[src/rtl/csgt_pkg.sv]
// Package for the centroid swipe gesture tracker.
// Field widths, register indexes, reset values, gesture codes and stage control types.
// Depends on nothing; every module of the block imports it.
package csgt_pkg;

  localparam int THR_W     = 12;
  localparam int MSL_W     = 12;
  localparam int SF_W      = 8;
  localparam int SETTLE_W  = 9;
  localparam int GESTURE_W = 3;
  localparam int APB_DW    = 32;
  localparam int APB_AW    = 4;

  localparam logic [THR_W-1:0] MOVE_THR_RST  = 12'd14;
  localparam logic [MSL_W-1:0] MIN_SWEEP_RST = 12'd100;
  localparam logic [SF_W-1:0]  SETTLE_RST    = 8'd1;

  typedef enum logic [1:0] {
    REG_MOVE_THR  = 2'd0,
    REG_MIN_SWEEP = 2'd1,
    REG_SETTLE    = 2'd2
  } reg_idx_e;

  typedef enum logic [GESTURE_W-1:0] {
    GEST_NONE       = 3'd0,
    GEST_RIGHT_LEFT = 3'd1,
    GEST_LEFT_RIGHT = 3'd2,
    GEST_BOTTOM_UP  = 3'd3,
    GEST_TOP_DOWN   = 3'd4
  } gesture_e;

  typedef struct packed {
    logic valid;
    logic fire;
  } trk_ctl_t;

endpackage

[src/rtl/csgt_regs.sv]
// Configuration registers of the swipe tracker behind an APB-style port.
// Holds move threshold, minimum sweep length and settle frame count; uses csgt_pkg.
module csgt_regs
  import csgt_pkg::*;
(
  input  logic              clk_i,
  input  logic              rst_ni,
  input  logic              psel,
  input  logic              penable,
  input  logic              pwrite,
  input  logic [APB_AW-1:0] paddr,
  input  logic [APB_DW-1:0] pwdata,
  output logic [APB_DW-1:0] prdata,
  output logic              pready,
  output logic [THR_W-1:0]  move_thr_o,
  output logic [MSL_W-1:0]  min_sweep_o,
  output logic [SF_W-1:0]   settle_frames_o
);

  logic [THR_W-1:0] move_thr_q;
  logic [MSL_W-1:0] min_sweep_q;
  logic [SF_W-1:0]  settle_q;
  logic             wr_en;
  logic [1:0]       idx;

  assign pready = 1'b1;
  assign wr_en  = psel && penable && pwrite;
  assign idx    = paddr[3:2];

  always_ff @(posedge clk_i or negedge rst_ni) begin
    if (!rst_ni) begin
      move_thr_q  <= MOVE_THR_RST;
      min_sweep_q <= MIN_SWEEP_RST;
      settle_q    <= SETTLE_RST;
    end else if (wr_en) begin
      case (idx)
        REG_MOVE_THR:  move_thr_q  <= pwdata[THR_W-1:0];
        REG_MIN_SWEEP: min_sweep_q <= pwdata[MSL_W-1:0];
        REG_SETTLE:    settle_q    <= pwdata[SF_W-1:0];
        default: begin
        end
      endcase
    end
  end

  always_comb begin
    case (idx)
      REG_MOVE_THR:  prdata = APB_DW'(move_thr_q);
      REG_MIN_SWEEP: prdata = APB_DW'(min_sweep_q);
      REG_SETTLE:    prdata = APB_DW'(settle_q);
      default:       prdata = '0;
    endcase
  end

  assign move_thr_o      = move_thr_q;
  assign min_sweep_o     = min_sweep_q;
  assign settle_frames_o = settle_q;

endmodule

[src/rtl/csgt_track.sv]
// Input register, tracking state and move detection of the swipe tracker.
// Hands the sweep vector and a classify flag to csgt_classify; uses csgt_pkg.
module csgt_track
  import csgt_pkg::*;
#(
  parameter int COORD_BITS = 12
) (
  input  logic                    clk_i,
  input  logic                    rst_ni,
  input  logic                    in_valid_i,
  output logic                    in_stall_o,
  input  logic [COORD_BITS-1:0]   pos_x_i,
  input  logic [COORD_BITS-1:0]   pos_y_i,
  input  logic [THR_W-1:0]        move_thr_i,
  input  logic [SF_W-1:0]         settle_frames_i,
  input  logic                    cls_ready_i,
  output trk_ctl_t                ctl_o,
  output logic signed [COORD_BITS+1:0] dx_o,
  output logic signed [COORD_BITS+1:0] dy_o
);

  localparam int PW  = COORD_BITS + 1;
  localparam int DW  = COORD_BITS + 2;
  localparam int SQW = (2 * DW > 2 * THR_W) ? 2 * DW : 2 * THR_W;

  logic                         s0_valid_q;
  logic [COORD_BITS-1:0]        px_q, py_q;
  logic                         s0_ready, s0_go;

  logic signed [PW-1:0]         prev_x_q, prev_y_q, start_x_q, start_y_q;
  logic                         tracking_q;
  logic signed [SETTLE_W-1:0]   settle_q;

  logic                         s1_valid_q, s1_fire_q;
  logic signed [DW-1:0]         dx_q, dy_q;
  logic                         s1_ready;

  logic                         frame_ok, move, settled, fire;
  logic signed [DW-1:0]         sx, sy, ex, ey;
  logic signed [2*DW-1:0]       sx2, sy2;
  logic [SQW-1:0]               step2;
  logic [2*THR_W-1:0]           thr_sq;
  logic signed [SETTLE_W-1:0]   sf_s;

  assign s1_ready   = !s1_valid_q || cls_ready_i;
  assign s0_ready   = !s0_valid_q || s1_ready;
  assign s0_go      = s0_valid_q && s1_ready;
  assign in_stall_o = !s0_ready;

  always_ff @(posedge clk_i or negedge rst_ni) begin
    if (!rst_ni) begin
      s0_valid_q <= 1'b0;
    end else if (s0_ready) begin
      s0_valid_q <= in_valid_i;
    end
  end

  always_ff @(posedge clk_i) begin
    if (s0_ready && in_valid_i) begin
      px_q <= pos_x_i;
      py_q <= pos_y_i;
    end
  end

  assign frame_ok = (px_q != '0) && (py_q != '0);
  assign sx       = $signed({2'b00, px_q}) - $signed({prev_x_q[PW-1], prev_x_q});
  assign sy       = $signed({2'b00, py_q}) - $signed({prev_y_q[PW-1], prev_y_q});
  assign sx2      = sx * sx;
  assign sy2      = sy * sy;
  assign step2    = SQW'($unsigned(sx2)) + SQW'($unsigned(sy2));
  assign thr_sq   = move_thr_i * move_thr_i;
  assign move     = frame_ok && (step2 > SQW'(thr_sq));
  assign sf_s     = $signed({1'b0, settle_frames_i});
  assign settled  = !(settle_q < sf_s);
  assign fire     = frame_ok && !move && tracking_q && settled;
  assign ex       = $signed({2'b00, px_q}) - $signed({start_x_q[PW-1], start_x_q});
  assign ey       = $signed({2'b00, py_q}) - $signed({start_y_q[PW-1], start_y_q});

  always_ff @(posedge clk_i or negedge rst_ni) begin
    if (!rst_ni) begin
      prev_x_q   <= '1;
      prev_y_q   <= '1;
      start_x_q  <= '0;
      start_y_q  <= '0;
      tracking_q <= 1'b0;
      settle_q   <= '1;
    end else if (s0_go && frame_ok) begin
      if (move) begin
        if (!tracking_q) begin
          start_x_q  <= prev_x_q;
          start_y_q  <= prev_y_q;
          tracking_q <= 1'b1;
          settle_q   <= settle_q + SETTLE_W'(1);
        end else begin
          settle_q   <= '1;
        end
        prev_x_q <= $signed({1'b0, px_q});
        prev_y_q <= $signed({1'b0, py_q});
      end else if (tracking_q) begin
        if (!settled) begin
          settle_q   <= settle_q + SETTLE_W'(1);
        end else begin
          tracking_q <= 1'b0;
          settle_q   <= '1;
        end
      end
    end
  end

  always_ff @(posedge clk_i or negedge rst_ni) begin
    if (!rst_ni) begin
      s1_valid_q <= 1'b0;
    end else if (s1_ready) begin
      s1_valid_q <= s0_valid_q;
    end
  end

  always_ff @(posedge clk_i) begin
    if (s0_go) begin
      s1_fire_q <= fire;
      dx_q      <= ex;
      dy_q      <= ey;
    end
  end

  assign ctl_o.valid = s1_valid_q;
  assign ctl_o.fire  = s1_fire_q;
  assign dx_o        = dx_q;
  assign dy_o        = dy_q;

`ifndef SYNTHESIS
  a_idle_settle: assert property (@(posedge clk_i) disable iff (!rst_ni)
    !tracking_q |-> settle_q == '1)
    else $error("settle count not cleared while idle");

  a_fire_leaves_idle: assert property (@(posedge clk_i) disable iff (!rst_ni)
    (s1_valid_q && s1_fire_q) |-> !tracking_q)
    else $error("tracking still set after classify beat");

  a_start_only_on_move: assert property (@(posedge clk_i) disable iff (!rst_ni)
    $rose(tracking_q) |-> $past(s0_go && move))
    else $error("tracking started without a move");
`endif

endmodule

[src/rtl/csgt_classify.sv]
// Swipe classification and output register of the swipe tracker.
// Squares the sweep vector, tests the 30 degree sectors; uses csgt_pkg.
module csgt_classify
  import csgt_pkg::*;
#(
  parameter int COORD_BITS = 12
) (
  input  logic                         clk_i,
  input  logic                         rst_ni,
  input  trk_ctl_t                     ctl_i,
  input  logic signed [COORD_BITS+1:0] dx_i,
  input  logic signed [COORD_BITS+1:0] dy_i,
  input  logic [MSL_W-1:0]             min_sweep_i,
  output logic                         ready_o,
  output logic                         out_valid_o,
  input  logic                         out_stall_i,
  output logic                         decided_o,
  output logic [GESTURE_W-1:0]         gesture_o
);

  localparam int DW = COORD_BITS + 2;
  localparam int QW = (2 * DW > 2 * MSL_W) ? 2 * DW : 2 * MSL_W;
  localparam int CW = QW + 3;

  logic signed [2*DW-1:0]  dx2_s, dy2_s;
  logic [CW-1:0]           dx2, dy2, d2, d2x3, dx2x4, dy2x4;
  logic [2*MSL_W-1:0]      msl_sq;
  logic                    too_short, horiz, vert;
  gesture_e                gest;

  logic                    out_valid_q, decided_q;
  gesture_e                gesture_q;

  assign dx2_s  = dx_i * dx_i;
  assign dy2_s  = dy_i * dy_i;
  assign dx2    = CW'($unsigned(dx2_s));
  assign dy2    = CW'($unsigned(dy2_s));
  assign d2     = dx2 + dy2;
  assign d2x3   = (d2 << 1) + d2;
  assign dx2x4  = dx2 << 2;
  assign dy2x4  = dy2 << 2;
  assign msl_sq = min_sweep_i * min_sweep_i;

  assign too_short = d2 < CW'(msl_sq);
  assign horiz     = (dx2x4 >= d2x3) && (dy2x4 <= d2);
  assign vert      = (dy2x4 >= d2x3) && (dx2x4 <= d2);

  always_comb begin
    if (!ctl_i.fire || too_short) begin
      gest = GEST_NONE;
    end else if (horiz) begin
      gest = (dx_i > 0) ? GEST_RIGHT_LEFT : GEST_LEFT_RIGHT;
    end else if (vert) begin
      gest = (dy_i < 0) ? GEST_BOTTOM_UP : GEST_TOP_DOWN;
    end else begin
      gest = GEST_NONE;
    end
  end

  assign ready_o = !out_valid_q || !out_stall_i;

  always_ff @(posedge clk_i or negedge rst_ni) begin
    if (!rst_ni) begin
      out_valid_q <= 1'b0;
    end else if (ready_o) begin
      out_valid_q <= ctl_i.valid;
    end
  end

  always_ff @(posedge clk_i) begin
    if (ready_o && ctl_i.valid) begin
      decided_q <= ctl_i.fire;
      gesture_q <= gest;
    end
  end

  assign out_valid_o = out_valid_q;
  assign decided_o   = decided_q;
  assign gesture_o   = gesture_q;

`ifndef SYNTHESIS
  a_none_when_undecided: assert property (@(posedge clk_i) disable iff (!rst_ni)
    (out_valid_q && !decided_q) |-> gesture_q == GEST_NONE)
    else $error("gesture reported without a decision");

  a_hold_on_stall: assert property (@(posedge clk_i) disable iff (!rst_ni)
    (out_valid_q && out_stall_i) |=> (out_valid_q && $stable(decided_q)
                                      && $stable(gesture_q)))
    else $error("output beat changed while stalled");
`endif

endmodule

[src/rtl/centroid_swipe_gesture_tracker.sv]
// Top level of the centroid swipe gesture tracker.
// Instantiates csgt_regs, csgt_track and csgt_classify; uses csgt_pkg.
//
// Usage:
//   Input channel: one centroid beat per frame on pos_x_i/pos_y_i with
//   in_valid_i; the beat is taken when in_valid_i is high and in_stall_o low.
//   Output channel: one result beat per input beat on decided_o/gesture_o
//   with out_valid_o; taken when out_valid_o is high and out_stall_i low.
//   Configuration: APB-style port, move threshold at 0x0, minimum sweep
//   length at 0x4, settle frames at 0x8; write only while no beat is in flight.
//   Path: a taken beat passes the input register, the tracking register and
//   the output register in turn. Throughput: one beat per cycle while no stall
//   holds it; the step square and threshold compare feed the tracking state update.
//   Reset: all stages empty, tracking idle, registers at their defaults.
//   Stall: the output register holds its beat; the input and tracking stages
//   keep filling, then in_stall_o rises once all three stages are full.
module centroid_swipe_gesture_tracker
  import csgt_pkg::*;
#(
  parameter int COORD_BITS = 12
) (
  input  logic                  clk_i,
  input  logic                  rst_ni,
  input  logic                  psel,
  input  logic                  penable,
  input  logic                  pwrite,
  input  logic [APB_AW-1:0]     paddr,
  input  logic [APB_DW-1:0]     pwdata,
  output logic [APB_DW-1:0]     prdata,
  output logic                  pready,
  input  logic                  in_valid_i,
  output logic                  in_stall_o,
  input  logic [COORD_BITS-1:0] pos_x_i,
  input  logic [COORD_BITS-1:0] pos_y_i,
  output logic                  out_valid_o,
  input  logic                  out_stall_i,
  output logic                  decided_o,
  output logic [GESTURE_W-1:0]  gesture_o
);

  logic [THR_W-1:0]             move_thr;
  logic [MSL_W-1:0]             min_sweep;
  logic [SF_W-1:0]              settle_frames;
  logic                         cls_ready;
  trk_ctl_t                     ctl;
  logic signed [COORD_BITS+1:0] dx, dy;

  csgt_regs u_regs (
    .clk_i           (clk_i),
    .rst_ni          (rst_ni),
    .psel            (psel),
    .penable         (penable),
    .pwrite          (pwrite),
    .paddr           (paddr),
    .pwdata          (pwdata),
    .prdata          (prdata),
    .pready          (pready),
    .move_thr_o      (move_thr),
    .min_sweep_o     (min_sweep),
    .settle_frames_o (settle_frames)
  );

  csgt_track #(
    .COORD_BITS (COORD_BITS)
  ) u_track (
    .clk_i           (clk_i),
    .rst_ni          (rst_ni),
    .in_valid_i      (in_valid_i),
    .in_stall_o      (in_stall_o),
    .pos_x_i         (pos_x_i),
    .pos_y_i         (pos_y_i),
    .move_thr_i      (move_thr),
    .settle_frames_i (settle_frames),
    .cls_ready_i     (cls_ready),
    .ctl_o           (ctl),
    .dx_o            (dx),
    .dy_o            (dy)
  );

  csgt_classify #(
    .COORD_BITS (COORD_BITS)
  ) u_classify (
    .clk_i       (clk_i),
    .rst_ni      (rst_ni),
    .ctl_i       (ctl),
    .dx_i        (dx),
    .dy_i        (dy),
    .min_sweep_i (min_sweep),
    .ready_o     (cls_ready),
    .out_valid_o (out_valid_o),
    .out_stall_i (out_stall_i),
    .decided_o   (decided_o),
    .gesture_o   (gesture_o)
  );

endmodule
[config.mk]
export PLATFORM = sky130hd
export DESIGN_NAME = centroid_swipe_gesture_tracker
export DESIGN_NICKNAME = d
export VERILOG_FILES = /design/src/rtl/csgt_pkg.sv /design/src/rtl/csgt_regs.sv /design/src/rtl/csgt_track.sv /design/src/rtl/csgt_classify.sv /design/src/rtl/centroid_swipe_gesture_tracker.sv
export SDC_FILE = /design/constraint.sdc
export NUM_CORES = 2
export LEC_CHECK = 0
export BUFFER_PORTS_ARGS = -buffer_cell sky130_fd_sc_hd__buf_2
export CAP_MARGIN = 10
export CORE_ASPECT_RATIO = 1.5
export CORE_MARGIN = 10
export CORE_UTILIZATION = 45
export CTS_CLUSTER_SIZE = 16
export DETAILED_ROUTE_END_ITERATION = 6
export PLACE_DENSITY_LB_ADDON = 0.25
export SYNTH_ARGS = -nofsm -noshare
export SYNTH_HDL_FRONTEND = slang
export SYNTH_SLANG_ARGS = --single-unit
[constraint.sdc]
create_clock -name clk_i -period 13.5 [get_ports clk_i]
set_clock_uncertainty 0.1 [all_clocks]
set_input_delay 1.35 -clock clk_i [delete_from_list [all_inputs] [get_ports clk_i]]
set_output_delay 1.35 -clock clk_i [all_outputs]
set_load 0.01 [all_outputs]
==> impl_metrics.py <==
metrics = {
    "run_status": {
        "status": "complete, no violations",
    },
    "global_routing": {
        "antenna_found_initial": 0,
        "grt_pass1_vias": 38020,
        "track_usage": 0.2050,
        "grt_pass1_wl_mm": 194.6,
        "grt_max_degree": 67,
        "grt_overflow": 0,
    },
    "sta": {
        "worstMarginPinSlew_ps": 1197,
        "finalHoldViolations": 0,
        "rsz0062_at_grt": "false",
        "tns_ps": 0,
        "fin_crit_ps": 12690,
        "relSlewSlack": 0.1961,
        "period_share": 0.9401,
        "finalSetupViolations": 0,
        "layout_setup_ws_ps": 808.6,
        "maxSlewViolCount": 0,
        "max_freq_mhz": 78.79,
    },
    "floorplanning": {
        "initial_core_util": 0.4545,
        "die_w_um": 285.3,
        "io_pins": 106,
        "num_rows": 145,
        "core_area_mm2": 0.1045,
        "die_area_mm2": 0.1192,
        "die_y_um": 417.9,
    },
    "min_path": {
        "hp-class": "reg -> reg",
        "hold_depth": 2,
    },
    "yosys": {
        "yosys_warnings": 0,
        "syn_inst": 5016,
        "avgSynthCellArea_um2": 9.468,
        "synth_flop_cell": "edfxtp_1",
        "seq_area_frac_synth": 0.08718,
        "async_reset_ff_frac": 0.6250,
        "synth-edff-count": 57,
        "synth_area_mm2": 0.04749,
        "synth_seq_cells": 152,
        "ys_types": 90,
    },
    "placed_design": {
        "gp_congestion": 0.9410,
        "pre_cts_slack_ps": 808.5,
        "dp_hpwl_mm": 104.6,
        "io_buffers": 62,
    },
    "drt": {
        "wl_per_cell_um": 18.06,
        "drc": 0,
        "antenna_left": 0,
        "wl_mm": 118.1,
        "avgViaCountPerCell": 5.215,
        "route.vias.total": 34080,
        "detail_route.first_pass.iterations": 5,
        "drt_iter0_markers": 1501,
    },
    "finish": {
        "layout_commonest_cell": "inv_1",
        "syn_to_final_growth_pct": 6.755,
        "drive_above_1_share": 0.06381,
        "register_area_mm2": 0.004140,
        "layout_common_cells": "1117 x inv_1, 919 x fa_1, 612 x ha_1",
        "fillerInstances": 10080,
        "nNetsFinal": 6725,
        "diodes": 0,
        "multi_input_area_mm2": 0.03869,
    },
    "clocking": {
        "cts_tree": "yes",
        "cts_resized": 0,
        "h-tree-depth": 4,
        "worstSkewPairLatency_ps": 480,
        "cts_setup_buffers": 0,
        "clockRootBuffer": "clkbuf_16",
        "cts_buffers": 17,
        "clk_pin_slew_ps": 80,
        "cts_hold_buf": 0,
        "clock_path_buffers": 2,
        "clock-sinks": 152,
    },
    "run": {
        "maxCapViolations": 0,
    },
    "critical_path": {
        "path_max_fanout": 8,
        "start_kind": "flop",
        "crit_path_top_delay_cell": "edfxtp_1",
        "cp_num_cells": 46,
        "r2r.worst_path.cells": 46,
        "critPathRequiredTime_ps": 13720,
        "worstPathArrival_ps": 12910,
        "critical_path_buf_inv_count": 7,
        "max_stage_delay_ps": 630,
        "critPathTopFamily": "compound AO/OA/AOI/OAI gates",
        "cp-end-kind": "flop",
        "worstSetupPathType": "reg -> reg",
    },
}
[state kept, by name, summed over array words and instances (netlist names)]
register and flops:
u_track.start_x_q 12, u_track.prev_x_q 12, u_track.py_q 12, u_track.start_y_q 13, u_track.prev_y_q 13, u_track.px_q 12
u_regs.settle_frames_o 8, u_classify.out_valid_o 1, u_track.s1_valid_q 1, u_classify.gesture_o 3, u_track.dy_o 14, u_track.dx_o 14
u_classify.decided_o 1, u_track.tracking_q 1, u_track.s1_fire_q 1, u_regs.move_thr_o 12, u_regs.min_sweep_o 12, u_track.settle_q 9
u_track.s0_valid_q 1
[area by class of cell]
class,instances,share of cell area
multi-input cells,3638,0.7631
clock inverters,15,0.003652
clock buffers,17,0.008391
flip-flops and latches,152,0.08166
well taps,1396,0.03445
inverters,1130,0.08366
repair buffers,188,0.02507
[Yosys cell counts, drive strengths merged (19+ instances only)]
cell type	count	area (um2)
nand2b	38	237.7
and2	183	1145
o21bai	38	285.3
a211oi	19	142.6
nor3	35	175.2
nand2	358	1351
xnor2	176	1541
nor2b	49	306.5
nand4	33	206.5
fa	919	18400
xor2	83	734.5
dfstp	41	1077
ha	612	7657
nand3	47	235.2
inv	1118	4197
mux2i	40	400.4
clkbuf	88	330.3
buf	30	206.4
edfxtp	57	1712
nor2	266	998.5
a21o	107	804.5
o21a	30	225.2
dfrtp	54	1351
mux2	33	371.6
o21ai	145	725.7
a21oi	199	996.0
[routing by layer]
metal  track usage  part of all wire
met1        0.2122              0.36
met2        0.4027              0.56
met3       0.01416             0.024
met4        0.1113             0.060
met5             0                 0
[through the flow]
stage                     std cells  area [um2]  hold WS, ps    util
after detailed placement       6504       50080        397.3  0.4793
after CTS                      6536       50690        410.1  0.4851
after global placement         6504       50080        383.3  0.4793
after global routing           6536       50700        435.1  0.4852
after floorplan                5038       47580        326.0       -
final                          6536       50700        409.5  0.4852
[worst register-to-register path: cells and delay by family (launching register included)]
kind                     cells  cell delay (ps)
AND/OR/NAND/NOR              7             1080
buffers and inverters        7              620
AO/OA/AOI/OAI               19             4770
XOR/XNOR                     3              830
flip-flops                   1              630
adder cells (fa/ha/maj)     10             4510
[final timing paths]
check	from	endpoint	slack [ps]
min in group asynchronous	rst_ni	u_regs.move_thr_o[9]	700
max in group asynchronous	rst_ni	u_track.start_y_q[2]	11300
worst min register to register	u_track.settle_q[8]	u_track.settle_q[8]	410
worst max register to register	u_track.dy_o[6]	u_classify.gesture_o[1]	810
worst max-delay path	u_track.dy_o[6]	u_classify.gesture_o[1]	810
worst min-delay path	u_track.settle_q[8]	u_track.settle_q[8]	410
[logic make-up (layout without fill, tap and decap cells)]
family	after synthesis	after routing	share of synthesized area
flip-flops	152	152	0.08718
multiplexers	73	73	0.01625
other	2	24	0.0001581
adder cells (fa/ha/maj)	1532	1532	0.5488
AND/OR/NAND/NOR	1085	1085	0.1095
AO/OA/AOI/OAI	665	665	0.08955
buffers and inverters	1248	1350	0.1006
XOR/XNOR	259	259	0.04792
Power is left out: the tool's default activity adds up to more than one toggle a clock period on the data nets, which glitch-free logic cannot reach.
